### config.mk
export PLATFORM = sky130hd
export DESIGN_NAME = sorted_key_table
export DESIGN_NICKNAME = d
export VERILOG_FILES = /design/src/hdl/skt_pkg.sv /design/src/hdl/sorted_key_table.sv
export SDC_FILE = /design/constraint.sdc
export NUM_CORES = 1
export LEC_CHECK = 0
export BUFFER_PORTS_ARGS = -buffer_cell sky130_fd_sc_hd__buf_4
export CAP_MARGIN = 20
export CORE_AREA = 2 2 293 295
export DETAILED_ROUTE_END_ITERATION = 6
export DIE_AREA = 0 0 295 297
export PLACE_DENSITY = 0.57
export SLEW_MARGIN = 20
export SYNTH_ARGS = -nofsm -noshare
export SYNTH_HDL_FRONTEND = slang
export SYNTH_SLANG_ARGS = --single-unit
### constraint.sdc
create_clock -name i_clk -period 3.9 [get_ports i_clk]
set_input_delay 0.78 -clock i_clk [delete_from_list [all_inputs] [get_ports i_clk]]
set_output_delay 0.78 -clock i_clk [all_outputs]
set_load 0.01 [all_outputs]
### src/hdl/skt_pkg.sv
// ----------------------------------------------------------------------------
// skt_pkg
// Shared types and codes for the sorted key table.
// ----------------------------------------------------------------------------
package skt_pkg;

    // fixed port widths
    localparam int OP_W       = 3;
    localparam int POS_W      = 4;
    localparam int KEY_PORT_W = 32;
    localparam int STATUS_W   = 2;
    localparam int IDX_W      = 5;
    localparam int PADDR_W    = 2;
    localparam int PDATA_W    = 32;

    // operation codes
    localparam logic [OP_W-1:0] OP_INSERT = 3'd0;
    localparam logic [OP_W-1:0] OP_RM_POS = 3'd1;
    localparam logic [OP_W-1:0] OP_GET    = 3'd2;
    localparam logic [OP_W-1:0] OP_RM_VAL = 3'd3;
    localparam logic [OP_W-1:0] OP_SET    = 3'd4;
    localparam logic [OP_W-1:0] OP_CLEAR  = 3'd5;

    // status codes
    localparam logic [STATUS_W-1:0] ST_OK        = 2'd0;
    localparam logic [STATUS_W-1:0] ST_FULL      = 2'd1;
    localparam logic [STATUS_W-1:0] ST_RANGE     = 2'd2;
    localparam logic [STATUS_W-1:0] ST_NOT_FOUND = 2'd3;

    // register addresses
    localparam logic [PADDR_W-1:0] REG_COMPARE_SIGNED = 2'd0;

    typedef enum logic [2:0] {
        S_IDLE,
        S_SCAN_START,
        S_SCAN,
        S_SHIFT,
        S_PLACE,
        S_GET_RD,
        S_GET_DATA,
        S_FINISH
    } t_state;

endpackage

### src/hdl/sorted_key_table.sv
// ----------------------------------------------------------------------------
// sorted_key_table
// Table of up to DEPTH keys kept in ascending order in a simple dual-port memory,
// with one key comparator and a shift engine run by a small sequencer.
// ----------------------------------------------------------------------------
// channel   direction  handshake                     word
// in        sink       i_in_valid / o_in_ready       i_op, i_position, i_key
// out       source     o_out_valid / i_out_ready     o_status, o_index,
//                                                    o_read_key, o_count
// config    APB        psel, penable, pwrite, pready compare_signed at 0x0
//
// One word at a time; o_in_ready is high only while the sequencer is idle.
// Insert scans for its rank, shifts the entries above up and places the key;
// set removes the entry at position, then inserts as above; remove by value
// scans and shifts down, remove at position shifts down, get reads one entry,
// clear and rejected words finish; scan and shift each move one entry per cycle.
// The next word is taken while a finished result waits in the output register.
// Reset clears the entry count and the mode register; no memory clearing.
// ----------------------------------------------------------------------------
module sorted_key_table #(
    parameter int DEPTH     = 16,
    parameter int KEY_WIDTH = 32
) (
    input  logic                             i_clk,
    input  logic                             i_rst_n,
    // input word
    input  logic                             i_in_valid,
    output logic                             o_in_ready,
    input  logic [skt_pkg::OP_W-1:0]         i_op,
    input  logic [skt_pkg::POS_W-1:0]        i_position,
    input  logic [skt_pkg::KEY_PORT_W-1:0]   i_key,
    // result word
    output logic                             o_out_valid,
    input  logic                             i_out_ready,
    output logic [skt_pkg::STATUS_W-1:0]     o_status,
    output logic [skt_pkg::IDX_W-1:0]        o_index,
    output logic [skt_pkg::KEY_PORT_W-1:0]   o_read_key,
    output logic [skt_pkg::IDX_W-1:0]        o_count,
    // configuration
    input  logic                             psel,
    input  logic                             penable,
    input  logic                             pwrite,
    input  logic [skt_pkg::PADDR_W-1:0]      paddr,
    input  logic [skt_pkg::PDATA_W-1:0]      pwdata,
    output logic [skt_pkg::PDATA_W-1:0]      prdata,
    output logic                             pready
);
    import skt_pkg::*;

    localparam int CW  = $clog2(DEPTH + 1);
    localparam int AW  = $clog2(DEPTH);
    localparam int XW  = (CW > POS_W) ? CW : POS_W;
    localparam int IW  = (CW > IDX_W) ? CW : IDX_W;
    localparam int KXW = (KEY_WIDTH > KEY_PORT_W) ? KEY_WIDTH : KEY_PORT_W;

    function automatic logic f_key_less(input logic [KEY_WIDTH-1:0] a,
                                        input logic [KEY_WIDTH-1:0] b,
                                        input logic sgn);
        logic [KEY_WIDTH-1:0] x;
        logic [KEY_WIDTH-1:0] y;
        x = a;
        y = b;
        x[KEY_WIDTH-1] = a[KEY_WIDTH-1] ^ sgn;
        y[KEY_WIDTH-1] = b[KEY_WIDTH-1] ^ sgn;
        return x < y;
    endfunction

    logic [KEY_WIDTH-1:0] r_mem [DEPTH];
    logic [KEY_WIDTH-1:0] r_rdata;

    t_state                r_state, n_state;
    logic [OP_W-1:0]       r_op, n_op;
    logic [KEY_WIDTH-1:0]  r_key, n_key;
    logic [CW-1:0]         r_pos, n_pos;
    logic [CW-1:0]         r_count, n_count;
    logic [CW-1:0]         r_idx, n_idx;
    logic [CW-1:0]         r_src, n_src;
    logic [CW-1:0]         r_left, n_left;
    logic [AW-1:0]         r_dst, n_dst;
    logic                  r_pend, n_pend;
    logic                  r_up, n_up;
    logic [CW-1:0]         r_ins_pos, n_ins_pos;
    logic [STATUS_W-1:0]   r_res_status, n_res_status;
    logic [CW-1:0]         r_res_idx, n_res_idx;
    logic [KEY_WIDTH-1:0]  r_res_key, n_res_key;
    logic                  r_cmp_signed;
    logic                  r_out_valid, n_out_valid;
    logic [STATUS_W-1:0]   r_out_status, n_out_status;
    logic [IDX_W-1:0]      r_out_index, n_out_index;
    logic [KEY_PORT_W-1:0] r_out_key, n_out_key;
    logic [IDX_W-1:0]      r_out_count, n_out_count;

    logic [KXW-1:0]        w_key_wide;
    logic [KEY_WIDTH-1:0]  w_key_in;
    logic [XW-1:0]         w_pos_x;
    logic [CW-1:0]         w_pos_c;
    logic                  w_pos_ok;
    logic                  w_full;
    logic                  w_accept;
    logic                  w_out_free;
    logic                  w_mem_lt;
    logic                  w_eq;
    logic                  w_key_lt;
    logic                  w_at_end;
    logic [CW-1:0]         w_idx_inc;
    logic [AW-1:0]         w_rd_addr;
    logic                  w_mem_we;
    logic [AW-1:0]         w_mem_waddr;
    logic [KEY_WIDTH-1:0]  w_mem_wdata;
    logic [IW-1:0]         w_idx_ext;
    logic [IW-1:0]         w_cnt_ext;
    logic [KXW-1:0]        w_rkey_ext;
    logic                  w_cfg_we;

    assign w_key_wide = KXW'(i_key);
    assign w_key_in   = w_key_wide[KEY_WIDTH-1:0];
    assign w_pos_x    = XW'(i_position);
    assign w_pos_c    = w_pos_x[CW-1:0];
    assign w_pos_ok   = w_pos_x < XW'(r_count);
    assign w_full     = r_count == CW'(DEPTH);
    assign w_accept   = i_in_valid && (r_state == S_IDLE);
    assign w_out_free = !r_out_valid || i_out_ready;

    // shared comparator on the word just read
    assign w_mem_lt  = f_key_less(r_rdata, r_key, r_cmp_signed);
    assign w_eq      = r_rdata == r_key;
    assign w_key_lt  = !w_mem_lt && !w_eq;
    assign w_at_end  = r_idx == r_count;
    assign w_idx_inc = r_idx + CW'(1);

    assign w_idx_ext  = IW'(r_res_idx);
    assign w_cnt_ext  = IW'(r_count);
    assign w_rkey_ext = KXW'(r_res_key);

    assign o_in_ready  = r_state == S_IDLE;
    assign o_out_valid = r_out_valid;
    assign o_status    = r_out_status;
    assign o_index     = r_out_index;
    assign o_read_key  = r_out_key;
    assign o_count     = r_out_count;

    assign w_cfg_we = psel && penable && pwrite && (paddr == REG_COMPARE_SIGNED);
    assign prdata   = (paddr == REG_COMPARE_SIGNED) ? PDATA_W'(r_cmp_signed) : '0;
    assign pready   = 1'b1;

    // next state
    always_comb begin
        n_state = r_state;
        unique case (r_state)
            S_IDLE: begin
                if (i_in_valid) begin
                    unique case (i_op)
                        OP_INSERT: n_state = w_full ? S_FINISH : S_SCAN_START;
                        OP_RM_POS,
                        OP_SET:    n_state = w_pos_ok ? S_SHIFT : S_FINISH;
                        OP_GET:    n_state = w_pos_ok ? S_GET_RD : S_FINISH;
                        OP_RM_VAL: n_state = S_SCAN_START;
                        default:   n_state = S_FINISH;
                    endcase
                end
            end
            S_SCAN_START: n_state = S_SCAN;
            S_SCAN: begin
                if (w_at_end) begin
                    n_state = (r_op == OP_RM_VAL) ? S_FINISH : S_SHIFT;
                end else if (r_op == OP_RM_VAL) begin
                    if (w_eq) begin
                        n_state = S_SHIFT;
                    end else if (w_key_lt) begin
                        n_state = S_FINISH;
                    end
                end else if (!w_mem_lt) begin
                    n_state = S_SHIFT;
                end
            end
            S_SHIFT: begin
                if (r_left == '0) begin
                    if (r_up) begin
                        n_state = S_PLACE;
                    end else begin
                        n_state = (r_op == OP_SET) ? S_SCAN_START : S_FINISH;
                    end
                end
            end
            S_PLACE:    n_state = S_FINISH;
            S_GET_RD:   n_state = S_GET_DATA;
            S_GET_DATA: n_state = S_FINISH;
            S_FINISH:   if (w_out_free) n_state = S_IDLE;
            default:    n_state = S_IDLE;
        endcase
    end

    // datapath and memory control
    always_comb begin
        n_op         = r_op;
        n_key        = r_key;
        n_pos        = r_pos;
        n_count      = r_count;
        n_idx        = r_idx;
        n_src        = r_src;
        n_left       = r_left;
        n_dst        = r_dst;
        n_pend       = r_pend;
        n_up         = r_up;
        n_ins_pos    = r_ins_pos;
        n_res_status = r_res_status;
        n_res_idx    = r_res_idx;
        n_res_key    = r_res_key;
        n_out_valid  = r_out_valid && !i_out_ready;
        n_out_status = r_out_status;
        n_out_index  = r_out_index;
        n_out_key    = r_out_key;
        n_out_count  = r_out_count;
        w_rd_addr    = '0;
        w_mem_we     = 1'b0;
        w_mem_waddr  = '0;
        w_mem_wdata  = '0;

        unique case (r_state)
            S_IDLE: begin
                if (w_accept) begin
                    n_op         = i_op;
                    n_key        = w_key_in;
                    n_pos        = w_pos_c;
                    n_res_status = ST_OK;
                    n_res_idx    = '0;
                    n_res_key    = '0;
                    unique case (i_op)
                        OP_INSERT: if (w_full) n_res_status = ST_FULL;
                        OP_RM_POS,
                        OP_SET: begin
                            if (!w_pos_ok) begin
                                n_res_status = ST_RANGE;
                            end else begin
                                // close the gap above the removed entry
                                n_res_idx = w_pos_c;
                                n_src     = w_pos_c + CW'(1);
                                n_left    = r_count - w_pos_c - CW'(1);
                                n_up      = 1'b0;
                                n_pend    = 1'b0;
                            end
                        end
                        OP_GET: begin
                            if (!w_pos_ok) begin
                                n_res_status = ST_RANGE;
                            end else begin
                                n_res_idx = w_pos_c;
                            end
                        end
                        OP_CLEAR: n_count = '0;
                        default: ;
                    endcase
                end
            end
            S_SCAN_START: begin
                w_rd_addr = '0;
                n_idx     = '0;
            end
            S_SCAN: begin
                if (w_at_end) begin
                    if (r_op == OP_RM_VAL) begin
                        n_res_status = ST_NOT_FOUND;
                    end else begin
                        n_ins_pos = r_idx;
                        n_src     = r_count - CW'(1);
                        n_left    = '0;
                        n_up      = 1'b1;
                        n_pend    = 1'b0;
                    end
                end else if ((r_op == OP_RM_VAL) && w_eq) begin
                    n_res_idx = r_idx;
                    n_src     = w_idx_inc;
                    n_left    = r_count - w_idx_inc;
                    n_up      = 1'b0;
                    n_pend    = 1'b0;
                end else if ((r_op == OP_RM_VAL) && w_key_lt) begin
                    n_res_status = ST_NOT_FOUND;
                end else if ((r_op != OP_RM_VAL) && !w_mem_lt) begin
                    // open a slot at this rank
                    n_ins_pos = r_idx;
                    n_src     = r_count - CW'(1);
                    n_left    = r_count - r_idx;
                    n_up      = 1'b1;
                    n_pend    = 1'b0;
                end else begin
                    n_idx     = w_idx_inc;
                    w_rd_addr = (w_idx_inc == CW'(DEPTH)) ? '0 : w_idx_inc[AW-1:0];
                end
            end
            S_SHIFT: begin
                if (r_pend) begin
                    w_mem_we    = 1'b1;
                    w_mem_waddr = r_dst;
                    w_mem_wdata = r_rdata;
                end
                if (r_left != '0) begin
                    w_rd_addr = r_src[AW-1:0];
                    n_pend    = 1'b1;
                    n_dst     = r_up ? r_src[AW-1:0] + AW'(1) : r_src[AW-1:0] - AW'(1);
                    n_src     = r_up ? r_src - CW'(1) : r_src + CW'(1);
                    n_left    = r_left - CW'(1);
                end else begin
                    n_pend = 1'b0;
                    if (!r_up) begin
                        n_count = r_count - CW'(1);
                    end
                end
            end
            S_PLACE: begin
                w_mem_we    = 1'b1;
                w_mem_waddr = r_ins_pos[AW-1:0];
                w_mem_wdata = r_key;
                n_count     = r_count + CW'(1);
                n_res_idx   = r_ins_pos;
            end
            S_GET_RD:   w_rd_addr = r_pos[AW-1:0];
            S_GET_DATA: n_res_key = r_rdata;
            S_FINISH: begin
                if (w_out_free) begin
                    n_out_valid  = 1'b1;
                    n_out_status = r_res_status;
                    n_out_index  = w_idx_ext[IDX_W-1:0];
                    n_out_key    = w_rkey_ext[KEY_PORT_W-1:0];
                    n_out_count  = w_cnt_ext[IDX_W-1:0];
                end
            end
            default: ;
        endcase
    end

    // key store
    always_ff @(posedge i_clk) begin
        if (w_mem_we) begin
            r_mem[w_mem_waddr] <= w_mem_wdata;
        end
        r_rdata <= r_mem[w_rd_addr];
    end

    always_ff @(posedge i_clk) begin
        if (!i_rst_n) begin
            r_state      <= S_IDLE;
            r_count      <= '0;
            r_cmp_signed <= 1'b0;
            r_out_valid  <= 1'b0;
            r_pend       <= 1'b0;
        end else begin
            r_state     <= n_state;
            r_count     <= n_count;
            r_out_valid <= n_out_valid;
            r_pend      <= n_pend;
            if (w_cfg_we) begin
                r_cmp_signed <= pwdata[0];
            end
        end
    end

    always_ff @(posedge i_clk) begin
        r_op         <= n_op;
        r_key        <= n_key;
        r_pos        <= n_pos;
        r_idx        <= n_idx;
        r_src        <= n_src;
        r_left       <= n_left;
        r_dst        <= n_dst;
        r_up         <= n_up;
        r_ins_pos    <= n_ins_pos;
        r_res_status <= n_res_status;
        r_res_idx    <= n_res_idx;
        r_res_key    <= n_res_key;
        r_out_status <= n_out_status;
        r_out_index  <= n_out_index;
        r_out_key    <= n_out_key;
        r_out_count  <= n_out_count;
    end

endmodule

==> Word-level counts from Yosys, hierarchy flattened <==
Memory sizes are Yosys's and may differ from the RTL's. A register that Yosys moved wholly into a read port is not among the register bits.
Index checks and enable logic that the tools add are counted.
{ "word_totals": {"ff_bits": 158, "output_inout_bits": 79, "mem_bits_rw": 512, "memories": 1, "word_cells": 230, "inputBits": 80} }
{ "mem_list": {"columns": ["name", "words", "width", "rd", "rd_clocked_by_memory_dff", "wr", "line_no", "source"], "rows": [
  ["r_mem", 16, 32, 1, 1, 1, "sorted_key_table.sv:68", "logic [KEY_WIDTH-1:0] r_mem [DEPTH];"]
]} }
{ "classes": {"bitwise_logic": 2, "eq_ne": 45, "addsub": 13, "n_lt_le_gt_ge": 2, "muxes": 104, "n_reduce_logical": 42} }
{ "op_table": {"columns": ["op", "count"], "rows": [
  ["5-bit two-way mux", 35],
  ["32-bit case mux with 2 select lines", 2],
  ["32-bit two-way mux", 2],
  ["5-bit case mux with 3 select lines", 4],
  ["4-bit two-way mux", 10],
  ["3-bit two-way mux", 13],
  ["32-bit equality test", 1],
  ["32-bit less-than comparator", 1],
  ["2-bit != test, second input constant", 14],
  ["5-bit AND reduction", 5],
  ["3-bit equality test, second input constant", 7],
  ["1-bit two-way mux", 21],
  ["3-bit case mux with 7 select lines", 1],
  ["5-bit by 1-bit subtractor with 5-bit output, second input constant", 4],
  ["5-bit by 1-bit adder with 5-bit output, second input constant", 3],
  ["3-bit by 2-bit equality test with 1-bit output, second input constant", 5],
  ["2-bit two-way mux", 7],
  ["7-bit AND reduction", 2],
  ["3-bit != test, second input constant", 4],
  ["4-bit != test, second input constant", 3],
  ["3-bit case mux with 4 select lines", 1],
  ["4-bit case mux with 3 select lines", 1],
  ["5-bit equality test, second input constant", 2],
  ["5-bit case mux with 2 select lines", 1],
  ["30 further kinds", 59]
]} }

==> Longest topological paths before layout <==
{ "logic_depth": {"ltp_word": 9, "ltp_mapped": 14} }

==> Least setup slack after synthesis <==
Ideal clock, no wire load.
{ "synth_path": {"path_type": "input to register", "start": "input i_out_ready", "end": "register r_out_count[0], in the netlist o_count[0], enable pin", "setup_ns": 0.452, "path_slack_ns": 0.522, "n_path_buf": 0, "cell_stages": 2, "t_arrival_ns": 2.926, "cell_sequence": "nand2b_1 nor2b_1"} }
{ "synth_via": {"elab_chain_cells": 2} }
{ "synth_lines": {"columns": ["element", "line_no", "source"], "rows": [
  ["start, declared", "sorted_key_table.sv:34", "input logic i_out_ready,"],
  ["1-bit logical OR", "sorted_key_table.sv:122", "assign w_out_free = !r_out_valid || i_out_ready;"],
  ["2-bit AND reduction (no line)", null, null],
  ["end signal, assigned", "sorted_key_table.sv:373", "r_out_count <= n_out_count;"],
  ["end, declared", "sorted_key_table.sv:91", "logic [IDX_W-1:0] r_out_count, n_out_count;"]
]} }
Every way passes these cells.
A chain may end at the register's enable or synchronous reset.

==> Final worst setup path <==
{ "layout_path": {"start": "register r_key[14]", "end": "register r_rdata[28] (read register of r_mem)"} }
{ "layout_via": {"elab_chain_cells": 8, "word_cells_on_any_way": 13} }
{ "layout_lines": {"columns": ["element", "line_no", "source"], "rows": [
  ["start, declared", "sorted_key_table.sv:73", "logic [KEY_WIDTH-1:0] r_key, n_key;"],
  ["start signal, assigned", "sorted_key_table.sv:359", "r_key <= n_key;"],
  ["32-bit less-than comparator or 32-bit equality test (tied branches)", "sorted_key_table.sv:65, sorted_key_table.sv:126", null],
  ["1-bit logical NOT, on equally long branches", "sorted_key_table.sv:127, sorted_key_table.sv:278", null],
  ["1-bit logical AND, on equally long branches", "sorted_key_table.sv:278, sorted_key_table.sv:127", null],
  ["4-bit two-way mux or 1-bit logical AND (tied branches)", "sorted_key_table.sv:278, sorted_key_table.sv:276", null],
  ["4-bit two-way mux", "sorted_key_table.sv:276", "end else if ((r_op == OP_RM_VAL) && w_key_lt) begin"],
  ["4-bit two-way mux *", "sorted_key_table.sv:270", "end else if ((r_op == OP_RM_VAL) && w_eq) begin"],
  ["4-bit two-way mux *", "sorted_key_table.sv:260", "if (w_at_end) begin"],
  ["4-bit case mux with 3 select lines *", "sorted_key_table.sv:219", "unique case (r_state)"],
  ["end, declared", "sorted_key_table.sv:69", "logic [KEY_WIDTH-1:0] r_rdata;"]
]} }
Mark *: on every way between the ends. The rest lies on a longest branch, timed or not.

==> impl_metrics.json <==
{
  "status": "finished clean",
  "utilization": 0.408,
  "leakagePower_nw": 12.5,
  "grt_max_degree": 129,
  "place_worst_setup_slack_ps": 282,
  "numCtsBuffers": 71,
  "final.period_utilization": 0.930,
  "post-route-min-period_ps": 3630,
  "rows": 107,
  "syn_avg_cell_area_um2": 12.4,
  "tritoncts": "done",
  "final_hold_viol_count": 0,
  "worstSetupEndpointType": "register",
  "switching_share": 0.342,
  "ys_seq_elements": 701,
  "max-cap-violations": 0,
  "finalMaxSlewViolations": 0,
  "dpl-instance-area_um2": 32000,
  "fillCellCount": 7781,
  "grt_pass1_vias": 18400,
  "clock_path_buffers": 3,
  "cts.sinks": 701,
  "required_ps": 4360,
  "dp_hpwl_mm": 43.1,
  "total_power_w": 0.0248,
  "drc": 0,
  "cts_hold_buf": 0,
  "setup_slack_ps": 274,
  "num_io_pins": 159,
  "rrSetupSlack_ps": 270,
  "final_nets": 2651,
  "diodes": 0,
  "clk_latency_ps": 620,
  "core-area_um2": 84500,
  "ys_seq_area_frac": 0.703,
  "postCtsSetupRepairBufs": 0,
  "finalSetupTns_ps": 0,
  "syn2layout_area_growth_pct": 17.6,
  "synth_cell_type_count": 75,
  "die_w_um": 295,
  "cts-root-buf": "clkbuf_16",
  "seqPwrFrac": 0.402,
  "timing.fmax_mhz": 276,
  "p_comb_frac": 0.310,
  "drive_gt1_frac": 0.137,
  "grt_pass1_wl_mm": 114,
  "cp.arrival_ps": 4080,
  "final_cell_area_um2": 34500,
  "setup_viol": 0,
  "skew_ps": 20.5,
  "worst-path-max-fanout": 128,
  "routed_wl_mm": 76.3,
  "ctsResizeCount": 0,
  "p_per_area_nw_per_um2": 719,
  "h-tree-depth": 3,
  "clkPwrFrac": 0.288,
  "p_switching_w": 0.00847,
  "globalplace.congestion": 0.857,
  "firstDrtPassIters": 6,
  "worstMarginPinSlew_ps": 953,
  "slew_headroom": 0.361,
  "worstSetupStartpointType": "register",
  "netlist_area_um2": 29300,
  "ant_nets": 0,
  "yosys_warnings": 0,
  "hp-class": "input port to register",
  "ys.flop_type": "edfxtp_1",
  "critPathKind": "register to register",
  "grt_usage": 0.172,
  "clkTransAtPathRegs_ps": 70,
  "rsz0062_at_grt": "false",
  "first_iter_violations": 1719,
  "internal-power_w": 0.0163,
  "vias": 18800,
  "die_h_um": 297,
  "async_reset_ff_frac": 0,
  "peakVddDrop_v": 0.000466,
  "antenna_found_initial": 0,
  "die-area_um2": 87600,
  "syn_inst": 2360,
  "routedWlPerCell_um": 20.6,
  "io_buffers": 95,
  "vias_per_cell": 5.08,
  "synth_edf_count": 658,
  "globalRouteOverflowTotal": 0,
  "start_util": 0.347
}
## synth_stat cells, drive strengths merged (4+ instances only)
cell type,number,share of area
nand4,41,0.0090
nand2,580,0.074
xor2,10,0.0032
a32o,5,0.0017
a31oi,6,0.0013
nand3,392,0.067
o21ai,56,0.0096
and2,43,0.0092
inv,63,0.0081
nor3b,4,0.0010
a222oi,4,0.0014
ha,57,0.024
a211oi,4,0.0010
a21oi,39,0.0068
nand2b,6,0.0013
a22oi,7,0.0018
a32oi,4,0.0012
and4,4,0.0012
a21o,13,0.0033
buf,130,0.027
nor2,54,0.0069
dfxtp,43,0.029
edfxtp,658,0.67
clkbuf,26,0.0033
and3,8,0.0017
nor3,14,0.0024
fa,6,0.0041
nor2b,8,0.0017
xnor2,20,0.0060
## cell type report
type	count	area, um^2	area share
repair buffers	201	1880	0.0547
clock buffers	89	1980	0.0574
well taps	1144	1430	0.0415
inverters	64	240	0.00697
multi-input cells	1469	7850	0.228
flip-flops and latches	701	20600	0.598
clock inverters	40	477	0.0138
## stage by stage
stage | hold WS, ps | cells
global placement | 400 | 3579
CTS | 307 | 3708
floorplan | 400 | 2390
global route | 315 | 3708
finish | 336 | 3708
detailed placement | 405 | 3579
## cells in the final DEF (no fill, tap or decap), types with 6 or more instances in the layout
cell / netlist / layout
nand4_1: 40 / 40
clkbuf_16: 0 / 74
a21o_1: 13 / 13
ha_1: 57 / 57
dfxtp_1: 43 / 43
and3_1: 8 / 7
xnor2_1: 20 / 20
nor2_1: 54 / 36
edfxtp_1: 658 / 658
nand2b_1: 6 / 6
fa_1: 6 / 6
clkbuf_1: 26 / 8
buf_12: 0 / 30
buf_4: 33 / 171
a22oi_1: 7 / 7
xor2_1: 9 / 9
nor2_4: 0 / 18
clkinv_1: 1 / 11
a31oi_1: 6 / 6
a21oi_1: 38 / 38
clkinv_2: 0 / 10
conb_1: 2 / 32
clkbuf_8: 0 / 7
nor3_1: 14 / 13
and2_1: 42 / 41
nand2_1: 580 / 580
o21ai_0: 54 / 52
bufinv_16: 0 / 10
nand3_1: 392 / 392
inv_1: 63 / 63
## state kept, by name, indices dropped and copies added (netlist names), 2 cells and up
| name | flops |
|---|---|
| o_count | 5 |
| r_res_idx | 5 |
| o_read_key | 32 |
| r_res_status | 2 |
| r_src | 4 |
| r_res_key | 32 |
| r_rdata | 32 |
| r_pos | 4 |
| r_state | 3 |
| r_left | 5 |
| r_key | 32 |
| r_op | 3 |
| r_count | 5 |
| r_ins_pos | 5 |
| r_mem | 512 |
| o_index | 5 |
| r_dst | 4 |
| r_idx | 5 |
| o_status | 2 |
## worst max-delay path, stage by stage, from the launching register on
cell	delay [ps]
edfxtp_1	350
inv_1	80
ha_1	260
nand4_1	390
a21oi_1	260
o41ai_2	620
and3_1	320
or2_4	150
buf_12	520
nand3_1	150
nand3_1	140
nand4_1	150
## power groups by stage
stage               Sequential (W)  Clock [W]  Combinational [W]
floorplan                  0.00994          0            0.00516
global placement            0.0101          0            0.00757
detailed placement          0.0101          0            0.00770
CTS                        0.00996    0.00726            0.00775
global route                0.0100    0.00756            0.00855
finish                     0.00996    0.00713            0.00769
## routing by layer
layer  share of wire  vias to the layer above  track usage  wire (um)
met5               0                        -            0          0
met4           0.022                        0       0.0553       1660
met3           0.063                      115       0.0289       4820
met2            0.49                      656        0.287      37100
met1            0.43                     9323        0.228      32600
li1                -                     8735            -          -
## cell families after synthesis
logic type	Yosys count	synth area share
compound gates	175	0.0394
xor+xnor	30	0.00922
fa+ha+maj	63	0.0284
buf+inv	220	0.0390
flops	701	0.703
mux	2	0.000683
other cells	2	0.000256
simple gates	1167	0.180
## final timing paths
check | startpoint | end | cells after the start
setup / recovery | r_key[14] | r_rdata[28] | 11
hold / removal | i_key[8] | r_key[8] | 1
setup reg to reg | r_key[14] | r_rdata[28] | 11
hold reg to reg | r_res_key[27] | o_read_key[27] | 0
No activity file was read; power rests on OpenSTA's default activity.
